--- src/rtl/fpfa_pkg.sv ---
`default_nettype none

package fpfa_pkg;

   localparam int unsigned SIZE_W   = 16;
   localparam int unsigned ID_W     = 16;
   localparam int unsigned ENTRY_W  = 3;
   localparam int unsigned COUNT_W  = 4;
   localparam int unsigned POLICY_W = 2;

   localparam logic [COUNT_W-1:0] COUNT_MAX = '1;

   localparam logic [POLICY_W-1:0] POLICY_FIRST = 2'd0;
   localparam logic [POLICY_W-1:0] POLICY_BEST  = 2'd1;
   localparam logic [POLICY_W-1:0] POLICY_WORST = 2'd2;

   localparam logic ACTION_DEFINE  = 1'b0;
   localparam logic ACTION_REQUEST = 1'b1;

   typedef enum logic [3:0] {
      ST_IDLE   = 4'b0001,
      ST_SCAN   = 4'b0010,
      ST_DRAIN  = 4'b0100,
      ST_FINISH = 4'b1000
   } state_type;

endpackage

`default_nettype wire

--- src/rtl/fixed_partition_fit_allocator.sv ---
// channel   ports                                   handshake
// request   req_action, req_entry_index,            taken when start & !busy
//           req_block_size, req_requester_id
// result    rsp_granted, rsp_chosen_index,          one cycle under rsp_valid
//           rsp_leftover, rsp_grant_total
// config    csr_write_enable, csr_write_data        written when csr_write_enable
//
// a define beat is done while idle: its result shows in the next cycle, busy stays low
// a request beat steps through SCAN, DRAIN and FINISH: one slot per cycle through the shared
// subtract/compare unit, a registered slot memory read, then a commit
// busy is high in SCAN, DRAIN and FINISH after a request is taken
// reset (synchronous) clears the policy, valid and busy marks and the grant count
// the receiver cannot stall: each result is shown for exactly one cycle
`default_nettype none

module fixed_partition_fit_allocator
   import fpfa_pkg::*;
#(
   parameter int unsigned NUM_SLOTS = 8
) (
   input  wire logic                clock,
   input  wire logic                reset,
   input  wire logic                start,
   output      logic                busy,
   input  wire logic                req_action,
   input  wire logic [ENTRY_W-1:0]  req_entry_index,
   input  wire logic [SIZE_W-1:0]   req_block_size,
   input  wire logic [ID_W-1:0]     req_requester_id,
   output      logic                rsp_valid,
   output      logic                rsp_granted,
   output      logic [ENTRY_W-1:0]  rsp_chosen_index,
   output      logic [SIZE_W-1:0]   rsp_leftover,
   output      logic [COUNT_W-1:0]  rsp_grant_total,
   input  wire logic                csr_write_enable,
   input  wire logic [POLICY_W-1:0] csr_write_data
);

   localparam int unsigned SLOT_W = (NUM_SLOTS > 1) ? $clog2(NUM_SLOTS) : 1;
   localparam logic [SLOT_W-1:0] LAST_SLOT = SLOT_W'(NUM_SLOTS - 1);

   state_type state_ff, state_in;

   logic [POLICY_W-1:0] policy_ff;
   logic [NUM_SLOTS-1:0] valid_ff, valid_in;
   logic [NUM_SLOTS-1:0] taken_ff, taken_in;
   logic [COUNT_W-1:0] grants_ff, grants_in;

   logic [SIZE_W-1:0] slot_size_ff [NUM_SLOTS];
   logic [ID_W-1:0]   slot_owner_ff [NUM_SLOTS];

   logic [SIZE_W-1:0] want_ff, want_in;
   logic [ID_W-1:0]   owner_ff, owner_in;
   logic [SLOT_W-1:0] cnt_ff, cnt_in;

   logic [SIZE_W-1:0] rd_size_ff;
   logic [SLOT_W-1:0] rd_slot_ff;
   logic              rd_go_ff, rd_go_in;

   logic              found_ff, found_in;
   logic [SLOT_W-1:0] pick_ff, pick_in;
   logic [SIZE_W-1:0] waste_ff, waste_in;

   logic                rsp_valid_ff, rsp_valid_in;
   logic                rsp_granted_ff, rsp_granted_in;
   logic [ENTRY_W-1:0]  rsp_index_ff, rsp_index_in;
   logic [SIZE_W-1:0]   rsp_leftover_ff, rsp_leftover_in;

   logic              accept;
   logic              define_ok;
   logic [SLOT_W-1:0] def_slot;
   logic              slot_ok;
   logic              fits;
   logic [SIZE_W-1:0] waste;
   logic              take;
   logic              commit;

   assign accept    = start && (state_ff == ST_IDLE);
   assign def_slot  = SLOT_W'(req_entry_index);
   assign define_ok = accept && (req_action == ACTION_DEFINE)
                      && (32'(req_entry_index) < NUM_SLOTS);
   assign commit    = (state_ff == ST_FINISH) && found_ff;

   // shared compare and subtract unit, one slot per cycle
   assign slot_ok = valid_ff[rd_slot_ff] && !taken_ff[rd_slot_ff];
   assign fits    = rd_go_ff && slot_ok && (rd_size_ff >= want_ff);
   assign waste   = rd_size_ff - want_ff;

   always_comb begin
      take = 1'b0;
      if (fits) begin
         if (!found_ff) begin
            take = 1'b1;
         end else begin
            case (policy_ff)
               POLICY_BEST:  take = (waste < waste_ff);
               POLICY_WORST: take = (waste > waste_ff);
               default:      take = 1'b0;
            endcase
         end
      end
   end

   always_comb begin
      state_in        = state_ff;
      valid_in        = valid_ff;
      taken_in        = taken_ff;
      grants_in       = grants_ff;
      want_in         = want_ff;
      owner_in        = owner_ff;
      cnt_in          = cnt_ff;
      rd_go_in        = 1'b0;
      found_in        = found_ff;
      pick_in         = pick_ff;
      waste_in        = waste_ff;
      rsp_valid_in    = 1'b0;
      rsp_granted_in  = rsp_granted_ff;
      rsp_index_in    = rsp_index_ff;
      rsp_leftover_in = rsp_leftover_ff;

      if (take) begin
         found_in = 1'b1;
         pick_in  = rd_slot_ff;
         waste_in = waste;
      end

      case (state_ff)
         ST_IDLE: begin
            if (accept) begin
               if (req_action == ACTION_REQUEST) begin
                  want_in  = req_block_size;
                  owner_in = req_requester_id;
                  cnt_in   = '0;
                  found_in = 1'b0;
                  pick_in  = '0;
                  waste_in = '0;
                  state_in = ST_SCAN;
               end else begin
                  if (define_ok) begin
                     valid_in[def_slot] = 1'b1;
                     taken_in[def_slot] = 1'b0;
                     grants_in          = '0;
                  end
                  rsp_valid_in    = 1'b1;
                  rsp_granted_in  = 1'b0;
                  rsp_index_in    = '0;
                  rsp_leftover_in = '0;
               end
            end
         end
         ST_SCAN: begin
            rd_go_in = 1'b1;
            if (cnt_ff == LAST_SLOT) begin
               state_in = ST_DRAIN;
            end else begin
               cnt_in = cnt_ff + 1'b1;
            end
         end
         ST_DRAIN: begin
            state_in = ST_FINISH;
         end
         ST_FINISH: begin
            rsp_valid_in = 1'b1;
            if (found_ff) begin
               taken_in[pick_ff] = 1'b1;
               if (grants_ff != COUNT_MAX) begin
                  grants_in = grants_ff + 1'b1;
               end
               rsp_granted_in  = 1'b1;
               rsp_index_in    = ENTRY_W'(pick_ff);
               rsp_leftover_in = waste_ff;
            end else begin
               rsp_granted_in  = 1'b0;
               rsp_index_in    = '0;
               rsp_leftover_in = '0;
            end
            state_in = ST_IDLE;
         end
         default: begin
            state_in = ST_IDLE;
         end
      endcase
   end

   always_ff @(posedge clock) begin
      if (reset) begin
         state_ff     <= ST_IDLE;
         policy_ff    <= POLICY_FIRST;
         valid_ff     <= '0;
         taken_ff     <= '0;
         grants_ff    <= '0;
         rd_go_ff     <= 1'b0;
         found_ff     <= 1'b0;
         rsp_valid_ff <= 1'b0;
      end else begin
         state_ff     <= state_in;
         valid_ff     <= valid_in;
         taken_ff     <= taken_in;
         grants_ff    <= grants_in;
         rd_go_ff     <= rd_go_in;
         found_ff     <= found_in;
         rsp_valid_ff <= rsp_valid_in;
         if (csr_write_enable) begin
            policy_ff <= csr_write_data;
         end
      end
   end

   always_ff @(posedge clock) begin
      want_ff         <= want_in;
      owner_ff        <= owner_in;
      cnt_ff          <= cnt_in;
      pick_ff         <= pick_in;
      waste_ff        <= waste_in;
      rsp_granted_ff  <= rsp_granted_in;
      rsp_index_ff    <= rsp_index_in;
      rsp_leftover_ff <= rsp_leftover_in;
   end

   // partition size memory
   always_ff @(posedge clock) begin
      if (define_ok) begin
         slot_size_ff[def_slot] <= req_block_size;
      end
      rd_size_ff <= slot_size_ff[cnt_ff];
      rd_slot_ff <= cnt_ff;
   end

   // owner memory
   always_ff @(posedge clock) begin
      if (commit) begin
         slot_owner_ff[pick_ff] <= owner_ff;
      end
   end

   assign busy             = (state_ff != ST_IDLE);
   assign rsp_valid        = rsp_valid_ff;
   assign rsp_granted      = rsp_granted_ff;
   assign rsp_chosen_index = rsp_index_ff;
   assign rsp_leftover     = rsp_leftover_ff;
   assign rsp_grant_total  = grants_ff;

endmodule

`default_nettype wire

--- config.mk ---
export PLATFORM = sky130hd
export DESIGN_NAME = fixed_partition_fit_allocator
export DESIGN_NICKNAME = d
export VERILOG_FILES = /design/src/rtl/fpfa_pkg.sv /design/src/rtl/fixed_partition_fit_allocator.sv
export SDC_FILE = /design/constraint.sdc
export NUM_CORES = 1
export LEC_CHECK = 0
export BUFFER_PORTS_ARGS = -buffer_cell sky130_fd_sc_hd__buf_2
export CORE_MARGIN = 5
export CORE_UTILIZATION = 55
export CTS_BUF_LIST = sky130_fd_sc_hd__clkbuf_2 sky130_fd_sc_hd__clkbuf_4 sky130_fd_sc_hd__clkbuf_8
export CTS_CLUSTER_DIAMETER = 100
export DETAILED_ROUTE_END_ITERATION = 12
export GPL_ROUTABILITY_DRIVEN = 0
export GPL_TIMING_DRIVEN = 0
export PLACE_DENSITY = 0.77
export SETUP_SLACK_MARGIN = 0.1
export SYNTH_ARGS = -nofsm -noshare
export SYNTH_HDL_FRONTEND = slang
export SYNTH_SLANG_ARGS = --single-unit
--- constraint.sdc ---
create_clock -name clock -period 4 [get_ports clock]
set_input_delay 0.2 -clock clock [delete_from_list [all_inputs] [get_ports clock]]
set_output_delay 0.2 -clock clock [all_outputs]
set_load 0.01 [all_outputs]
# --- Word-level counts from Yosys, hierarchy flattened ---
# Memories as Yosys holds them, arrays and structs flattened. A register that Yosys moved wholly into a read port is not among the register bits.
# Cells that the tools add are included.
op_classes:
  bitwise: 5
  muxes: 60
  order_cmp: 8
  n_addsub: 3
  n_reduce_logical: 17
  eq_ne: 17
op_table:
  columns: ["operator", "n"]
  rows:
  - ["$mux W16", 7]
  - ["$mux W4", 8]
  - ["$mux W8", 4]
  - ["$pmux W16 S2", 1]
  - ["$mux W3", 10]
  - ["$mux W1", 18]
  - ["$ge A16 B16 Y1", 1]
  - ["$gt A16 B16 Y1", 1]
  - ["$lt A16 B16 Y1", 1]
  - ["$or A8 B8 Y8", 2]
  - ["$pmux W8 S2", 1]
  - ["$sub A16 B16 Y16", 1]
  - ["$ne A2 B2 Y1 const B", 7]
  - ["$lt A3 B4 Y1 const B", 3]
  - ["$pmux W3 S2", 2]
  - ["$pmux W4 S3", 1]
  - ["$reduce_and A3 Y1", 3]
  - ["$and A8 B8 Y8", 1]
  - ["$not A8 Y8", 1]
  - ["$pmux W4 S2", 1]
  - ["$reduce_and A4 Y1", 2]
  - ["$logic_and A1 B1 Y1", 7]
  - ["$bmux W1 S3", 2]
  - ["$demux W1 S3", 2]
  - ["19 further kinds", 23]
word_totals:
  wordCells: 127
  mem_bits_rw: 128
  input_bits: 42
  mem_count: 1
  ff_bits: 90
  out_inout_bits: 26
memory_table:
  columns: ["name", "depth", "width", "rd", "rd_clocked_by_memory_dff", "write_ports", "line", "source"]
  rows:
  - ["slot_size_ff", 8, 16, 1, 1, 1, "fixed_partition_fit_allocator.sv:48", "logic [SIZE_W-1:0] slot_size_ff [NUM_SLOTS];"]

# --- Longest topological paths before layout ---
# Gate-level depths: netlist (run 1).
depth:
  ltp_word: 11
  ltp_mapped: 18
  mapped_depth_nobuf: 17

# --- Least setup slack after synthesis (run 1) ---
# No wires, ideal clock.
synth_path:
  kind: "register to register"
  start: "register want_ff[4]"
  end: "register waste_ff[0]"
  n_path_buf: 1
  arrival_ns: 3.778
  stages_incl_launch_ff: 18
  t_required_ns: 3.930
  setup_ns: 0.070
  slack_ns: 0.151
  period_less_slack_ns: 3.849
  path_cell_list: "edfxtp_1 > inv_1 > ha_1 > a21o_1 > nor3_1 > a21oi_1 > o2111ai_1 > a21oi_1 > or3_1 > ha_1 > nand4_1 > nor2_1 > a22oi_1 > or4b_1 > mux2i_1 > clkbuf_1 > or3_1 > a21oi_1"
synth_via:
  elab_chain_len: 9
  word_cells_on_any_way: 12
  classes_between: "add/sub (1); order compare (3); mux (7); reduce/logical (1)"
synth_rtl:
  columns: ["item", "line", "source"]
  rows:
  - ["start, declared", "fixed_partition_fit_allocator.sv:51", "logic [SIZE_W-1:0] want_ff, want_in;"]
  - ["start signal, assigned", "fixed_partition_fit_allocator.sv:209", "want_ff <= want_in;"]
  - ["$sub A16 B16 Y16", "fixed_partition_fit_allocator.sv:86", "assign waste = rd_size_ff - want_ff;"]
  - ["$gt A16 B16 Y1 / $lt A16 B16 Y1 (equally long branches)", "fixed_partition_fit_allocator.sv:96, fixed_partition_fit_allocator.sv:95", null]
  - ["$pmux W1 S2", "fixed_partition_fit_allocator.sv:94", "case (policy_ff)"]
  - ["$mux W1", "fixed_partition_fit_allocator.sv:91", "if (!found_ff) begin"]
  - ["$mux W1 (*)", "fixed_partition_fit_allocator.sv:90", "if (fits) begin"]
  - ["$mux W16 (*)", "fixed_partition_fit_allocator.sv:120", "if (take) begin"]
  - ["$mux W16", "fixed_partition_fit_allocator.sv:129", "if (req_action == ACTION_REQUEST) begin"]
  - ["$mux W16", "fixed_partition_fit_allocator.sv:128", "if (accept) begin"]
  - ["$mux W16 (*)", "fixed_partition_fit_allocator.sv:126", "case (state_ff)"]
  - ["via waste_in[0]", "fixed_partition_fit_allocator.sv:61", "logic [SIZE_W-1:0] waste_ff, waste_in;"]
  - ["end signal, assigned", "fixed_partition_fit_allocator.sv:213", "waste_ff <= waste_in;"]
  - ["end, declared", "fixed_partition_fit_allocator.sv:61", null]
# The timed path passes the listed nets; every way through them passes the cells marked *.
# A chain may end at the register's enable or synchronous reset.

# --- Worst setup path in the final report (run 1) ---
layout_path:
  start: "register want_ff[8]"
  end: "register waste_ff[8]"
layout_via:
  elab_chain_len: 9
  word_cells_on_any_way: 12
  classes_between: "add/sub (1); order compare (3); mux (7); reduce/logical (1)"
layout_rtl:
  columns: ["item", "line"]
  rows:
  - ["$sub A16 B16 Y16", "fixed_partition_fit_allocator.sv:86"]
  - ["$gt A16 B16 Y1 / $lt A16 B16 Y1 (equally long branches)", "fixed_partition_fit_allocator.sv:96, fixed_partition_fit_allocator.sv:95"]
  - ["$pmux W1 S2", "fixed_partition_fit_allocator.sv:94"]
  - ["$mux W1", "fixed_partition_fit_allocator.sv:91"]
  - ["$mux W1", "fixed_partition_fit_allocator.sv:90"]
  - ["$mux W16 (*)", "fixed_partition_fit_allocator.sv:120"]
  - ["$mux W16", "fixed_partition_fit_allocator.sv:129"]
  - ["$mux W16", "fixed_partition_fit_allocator.sv:128"]
  - ["$mux W16 (*)", "fixed_partition_fit_allocator.sv:126"]
  - ["via waste_in[8]", "fixed_partition_fit_allocator.sv:61"]
# Marked as above.

==> flow_metrics.tcl, run 1 <==
set metrics [dict create \
    final_area_um2 12100 \
    synthDistinctLibCells 59 \
    p_leak_nw 4.32 \
    crit_buf_inv 2 \
    drive_above_1_share 0.314 \
    drc 0 \
    grt_max_degree 23 \
    slew_violations 0 \
    reg2regPathDepth 17 \
    outcome "finished, violations left" \
    period_share 1.04 \
    dp.cells 988 \
    drt-initial-drc-count 649 \
    max_freq_mhz 241 \
    holdPathStages 2 \
    final_common_cell "edfxtp_1" \
    synthesis.instances 698 \
    ios 68 \
    yosysWarnings 0 \
    start_util 0.553 \
    antenna_found_initial 0 \
    ant_nets 0 \
    yosysTopAreaCellShare 0.508 \
    met1_usage 0.274 \
    switching_share 0.232 \
    grt_pass1_vias 6664 \
    grt.busiest_layer "met2" \
    fillers 1165 \
    syn_nets 778 \
    hold_end "rsp_valid" \
    grtUsageMet3 0.0374 \
    setup_tns_ns -1.88 \
    finalSetupViolCount 19 \
    clock-root-buffer "clkbuf_8" \
    critical_path_class "reg2reg" \
    seqPwrFrac 0.497 \
    async_flop_share 0 \
    tritoncts "built" \
    reg2reg_slack_ns -0.15 \
    critPathTopFamily "simple AND/OR/NAND/NOR gates" \
    violations "setup timing" \
    syn_avg_cell_area_um2 14.1 \
    wirelength_um 22400 \
    synth_seq_cells 234 \
    io_buffers 48 \
    min-delay-start "reset" \
    cts_buffers 38 \
    worst_slack_ns -0.149 \
    tightest_slew_ns 1.05 \
    syn_area_um2 9870 \
    cts.sinks 234 \
    rsz0062_at_grt "yes" \
    place_hpwl_um 14400 \
    hold_viol_final 0 \
    whs_ns 0.0622 \
    grt_usage 0.216 \
    cts.reportedPaths.clkPinSlew_ns 0.06 \
    critPathRequiredTime_ns 4.42 \
    relSlewSlack 0.297 \
    irDropWorstVdd_mv 0.305 \
    grt_use_met2 0.381 \
    clk_latency_ns 0.53 \
    ys.flop_type "edfxtp_1" \
    nets 925 \
    rr_endpoint "waste_ff[8]" \
    vias 6424 \
    drt_first_pass_iters 5 \
    slowest_delay_ns 0.43 \
    finClkSkew_ns 0.0256 \
    cp-start-kind "flop" \
    die_w_um 144 \
    crit_arrival_ns 4.57 \
    placed_cell_area_um2 10600 \
    synth_top_cells_by_area "edfxtp_1, dfxtp_1, mux4_2" \
    synth-edff-count 167 \
    grt_remaining_overflow 0 \
    power_frac_clock 0.396 \
    final_cell_mix "edfxtp_1, dfxtp_1, buf_2" \
    cp_max_fo 10 \
    switchingPower_mw 1.25 \
    drv_cap 0 \
    htreeDepth 2 \
    slowest_stage "or3_4" \
    fin_cells 1103 \
    syn2layout_area_growth_pct 22.9 \
    crit_path_frequent_cell "a21oi_1" \
    power_density_nw_per_um2 443 \
    die_y_um 144 \
    vias_per_cell 5.82 \
    rows 49 \
    wl_per_cell_um 20.3 \
    netlist.top_cell.by_area "edfxtp_1" \
    path_cells "inv_1 > ha_1 > o21a_1 > o21ai_0 > nand2b_1 > o2111ai_4 > a21oi_1 > or3_4 > ha_4 > nand4_1 > or3_1 > a21oi_1 > or4b_4 > mux2i_2 > clkbuf_4 > nor3_2 > nor3_1" \
    p_int_mw 4.13 \
    dieArea_um2 20700 \
    place_ws_ns -0.483 \
    yosysSeqAreaShare 0.644 \
    power_frac_comb 0.107 \
    cts_buffer_depth 3 \
    grt_pass1_wl_um 34700 \
    n_antenna_cell 0 \
    end_kind "flop" \
    regToRegStartpoint "want_ff[8]" \
    core-area_um2 17800 \
    fin_crit_ns 4.15 \
    holdCritPathClass "in2reg" \
    finish.utilization 0.680 \
    p_total_mw 5.38 \
]
## worst reg2reg max path, stage by stage, from the launching register on
cell       delay (ns)
edfxtp_1         0.32
inv_1            0.04
ha_1             0.38
o21a_1           0.22
o21ai_0          0.23
nand2b_1         0.18
o2111ai_4        0.14
a21oi_1          0.10
or3_4            0.43
ha_4             0.28
nand4_1          0.17
or3_1            0.43
a21oi_1          0.15
or4b_4           0.18
mux2i_2          0.27
clkbuf_4         0.28
nor3_2           0.06
nor3_1           0.19
## power groups by stage
stage | clock [mW] | combinational [mW] | sequential (mW)
after global routing | 2.30 | 0.627 | 2.67
after detailed placement | 0 | 0.435 | 2.72
after CTS | 2.17 | 0.536 | 2.67
final | 2.13 | 0.577 | 2.67
after global placement | 0 | 0.401 | 2.72
after floorplan | 0 | 0.287 | 2.72
## sequential cells by signal, summed over array words and instances (netlist names), 4 cells and up
name and cells:
state_ff 4, want_ff 16, valid_ff 8, slot_size_ff 128
taken_ff 8, rd_size_ff 16, rsp_grant_total 4, rsp_leftover 16
waste_ff 16
## worst max-delay path by stage
stage	slack (ns)	depth (start not counted)	to	start
final	-0.15	17	waste_ff[8]	want_ff[8]
after CTS	0.1	18	waste_ff[5]	want_ff[4]
after detailed placement	-0.48	17	pick_ff[0]	want_ff[4]
after global routing	-0.25	18	waste_ff[0]	want_ff[8]
after floorplan	0.15	17	waste_ff[0]	want_ff[4]
after global placement	-1.04	5	slot_size_ff[0][8]	state_ff[0]
## logic make-up (layout without fill, tap and decap cells)
logic type,Yosys count,after routing,share of synthesized area
fa+ha+maj,38,38,0.0489
xor+xnor,13,13,0.0115
simple gates,165,165,0.0903
buf+inv,70,246,0.0280
mux,55,55,0.101
flops,234,234,0.644
compound gates,123,123,0.0765
## layer usage
metal	routed length (um)	part of all wire	vias to the layer above
met2	11500	0.51	214
met5	0	0	-
met4	600	0.027	0
met1	9150	0.41	3203
met3	1150	0.051	47
li1	-	-	2960
## cell usage after synthesis, types with 2 or more instances
cell type,number
a211oi_1,10
a21o_1,5
a21oi_1,43
a31oi_1,4
and2_1,7
and3_1,4
buf_1,2
buf_2,8
clkbuf_1,16
dfxtp_1,67
edfxtp_1,167
ha_1,37
inv_1,42
mux2_2,17
mux2i_1,4
mux4_2,34
nand2_1,12
nand2b_1,18
nand3_1,20
nand4_1,10
nor2_1,35
nor2b_1,8
nor3_1,29
nor3_2,2
nor4_1,4
o211ai_1,2
o21a_1,5
o21ai_0,11
o21ai_1,23
o21ba_1,2
o22ai_1,3
o31ai_1,4
or3_1,5
or4b_1,2
xnor2_1,9
xor2_1,4
## final cells by class
cell class              instances  area (um2)  share of cell area
plain buffers                  27         129              0.0106
repair buffers                107         812              0.0669
flip-flops and latches        234        6360               0.524
multi-input cells             394        3580               0.295
well taps                     229         287              0.0236
clock inverters                12         100             0.00825
clock buffers                  57         709              0.0585
inverters                      43         161              0.0133
## what timing repair did
| action | CTS | global route |
|---|---|---|
| cloned | 0 | 1 |
| endpoints found under the setup margin | 19 | 19 |
| endpoints found under the hold margin | 146 | 0 |
| hold buffers | 20 | 0 |
| pin swaps | 16 | 11 |
| setup buffers | 23 | 2 |
| gates resized for setup | 36 | 34 |
Power figures use the tool's default switching activity.
==> run 2: changes to the inputs <==
==> constraint.sdc (replaced) <==
create_clock -name clock -period 4 [get_ports clock]
set_input_delay 0 -clock clock [delete_from_list [all_inputs] [get_ports clock]]
set_output_delay 0 -clock clock [all_outputs]
set_load 0.01 [all_outputs]
==> flow_metrics.tcl, run 2 (synthesis results as in run 1) <==
set metrics [dict create \
    cp-start-kind "flop" \
    regArea_um2 6360 \
    drt_first_pass_iters 5 \
    cp_num_cells 17 \
    end_kind "flop" \
    p_leak_nw 4.33 \
    cp_max_fo 10 \
    largest_register "slot_size_ff" \
    hold_viol_final 0 \
    grt_pass1_vias 6692 \
    final_cell_mix "edfxtp_1, dfxtp_1, buf_2" \
    regToRegStartpoint "want_ff[8]" \
    p_int_mw 4.13 \
    vias_per_cell 5.82 \
    outcome "finished, violations left" \
    ant_nets 0 \
    fin_cells 1108 \
    multi_input_area_um2 3580 \
    whs_ns 0.0625 \
    critPathLaunch "want_ff[8]" \
    period_share 1.03 \
    die_y_um 144 \
    ios 68 \
    grt_remaining_overflow 0 \
    relSlewSlack 0.301 \
    cts_buffers 38 \
    holdCritPathClass "in2reg" \
    drt-initial-drc-count 582 \
    reg2reg_slack_ns -0.14 \
    place_hpwl_um 14400 \
    rsz0062_at_grt "yes" \
    cts_buffer_depth 3 \
    rows 49 \
    grt_pass1_wl_um 34800 \
    drive_above_1_share 0.312 \
    syn2layout_area_growth_pct 23.4 \
    irDropWorstVdd_mv 0.304 \
    tritoncts "built" \
    htreeDepth 2 \
    fin_crit_ns 4.14 \
    power_density_nw_per_um2 442 \
    finalSetupViolCount 19 \
    n_antenna_cell 0 \
    cts.reportedPaths.clkPinSlew_ns 0.06 \
    critical_path_class "reg2reg" \
    path_cells "inv_1 > ha_1 > o21a_1 > o21ai_0 > nand2b_1 > o2111ai_4 > a21oi_1 > or3_4 > ha_4 > nand4_1 > or3_1 > a21oi_1 > or4b_4 > mux2i_2 > clkbuf_4 > o21ai_1 > a21oi_1" \
    min-delay-start "req_entry_index[1]" \
    grt_usage 0.216 \
    tightest_slew_ns 1.04 \
    antenna_found_initial 0 \
    grt_max_degree 23 \
    drv_cap 0 \
    reg2regPathDepth 17 \
    endpoint "waste_ff[13]" \
    cts.sinks 234 \
    violations "setup timing" \
    wl_per_cell_um 20.3 \
    vias 6453 \
    slowest_stage "or3_4" \
    core-area_um2 17800 \
    finClkSkew_ns 0.0235 \
    slew_violations 0 \
    rr_endpoint "waste_ff[13]" \
    crit_path_frequent_cell "a21oi_1" \
    switchingPower_mw 1.25 \
    seqPwrFrac 0.496 \
    dp.cells 988 \
    largest_reg_flops 128 \
    p_total_mw 5.38 \
    dieArea_um2 20700 \
    drc 0 \
    max_freq_mhz 242 \
    worst_slack_ns -0.139 \
    nets 930 \
    crit_arrival_ns 4.59 \
    final_common_cell "edfxtp_1" \
    power_frac_comb 0.108 \
    clock-root-buffer "clkbuf_8" \
    power_frac_clock 0.396 \
    io_buffers 48 \
    critPathRequiredTime_ns 4.45 \
    fillers 1164 \
    die_w_um 144 \
    switching_share 0.232 \
    critPathTopFamily "simple AND/OR/NAND/NOR gates" \
    clk_latency_ns 0.54 \
    start_util 0.553 \
    crit_buf_inv 2 \
    wirelength_um 22500 \
    slowest_delay_ns 0.43 \
]
==> run 2: changes by cell type in the layout (fill, tap and decap cells not counted), sizes merged <==
cell / delta
dlygate4sd3: +5
==> run 2: routing by layer <==
metal	track usage	share of wire
met4	0.0684	0.026
met3	0.0374	0.056
met5	0	0
met1	0.274	0.40
met2	0.382	0.51
==> run 2: worst min path at each step <==
stage | endpoint | depth (start not counted)
floorplan | slot_size_ff[0][0] | 0
global placement | policy_ff[0] | 3
detailed placement | policy_ff[1] | 3
CTS | taken_ff[0] | 3
global route | taken_ff[0] | 3
finish | taken_ff[0] | 3
==> run 2: final cells by class <==
class | count | share of cell area
Inverter | 43 | 0.0132
Sequential cell | 234 | 0.522
Multi-Input combinational cell | 394 | 0.294
Buffer | 27 | 0.0106
Timing Repair Buffer | 112 | 0.0708
Tap cell | 229 | 0.0235
Clock buffer | 57 | 0.0582
Clock inverter | 12 | 0.00822
==> run 2: worst min-delay path, delay by kind of cell <==
kind / cells / cell delay, ns
AO/OA/AOI/OAI: 2 / 0.36
buffers and inverters: 1 / 0.18
==> run 2: power by group through the flow <==
| stage | clock [mW] | combinational [mW] | sequential, mW |
|---|---|---|---|
| 2_1_floorplan | 0 | 0.287 | 2.72 |
| 3_3_place_gp | 0 | 0.401 | 2.72 |
| 3_5_place_dp | 0 | 0.435 | 2.72 |
| 4_1_cts | 2.17 | 0.540 | 2.67 |
| 5_1_grt | 2.30 | 0.631 | 2.67 |
| 6_report | 2.13 | 0.581 | 2.67 |
==> run 2: what timing repair did <==
action | 4_1_cts | 5_1_grt
gates resized for setup | 36 | 34
setup buffers | 23 | 2
endpoints found under the setup margin | 19 | 19
endpoints found under the hold margin | 169 | 0
cloned | 0 | 1
hold buffers | 25 | 0
pin swaps | 16 | 11
==> run 2: through the flow <==
step | utilization | setup TNS, ns | area [um2] | worst slack (ns)
after floorplan | - | 0 | 9870 | 0.151
after global placement | 0.583 | -35.88 | 10400 | -1.04
after detailed placement | 0.594 | -8.33 | 10600 | -0.483
after CTS | 0.674 | 0 | 12000 | 0.0977
after global routing | 0.683 | -3.80 | 12200 | -0.247
final | 0.683 | -1.83 | 12200 | -0.139
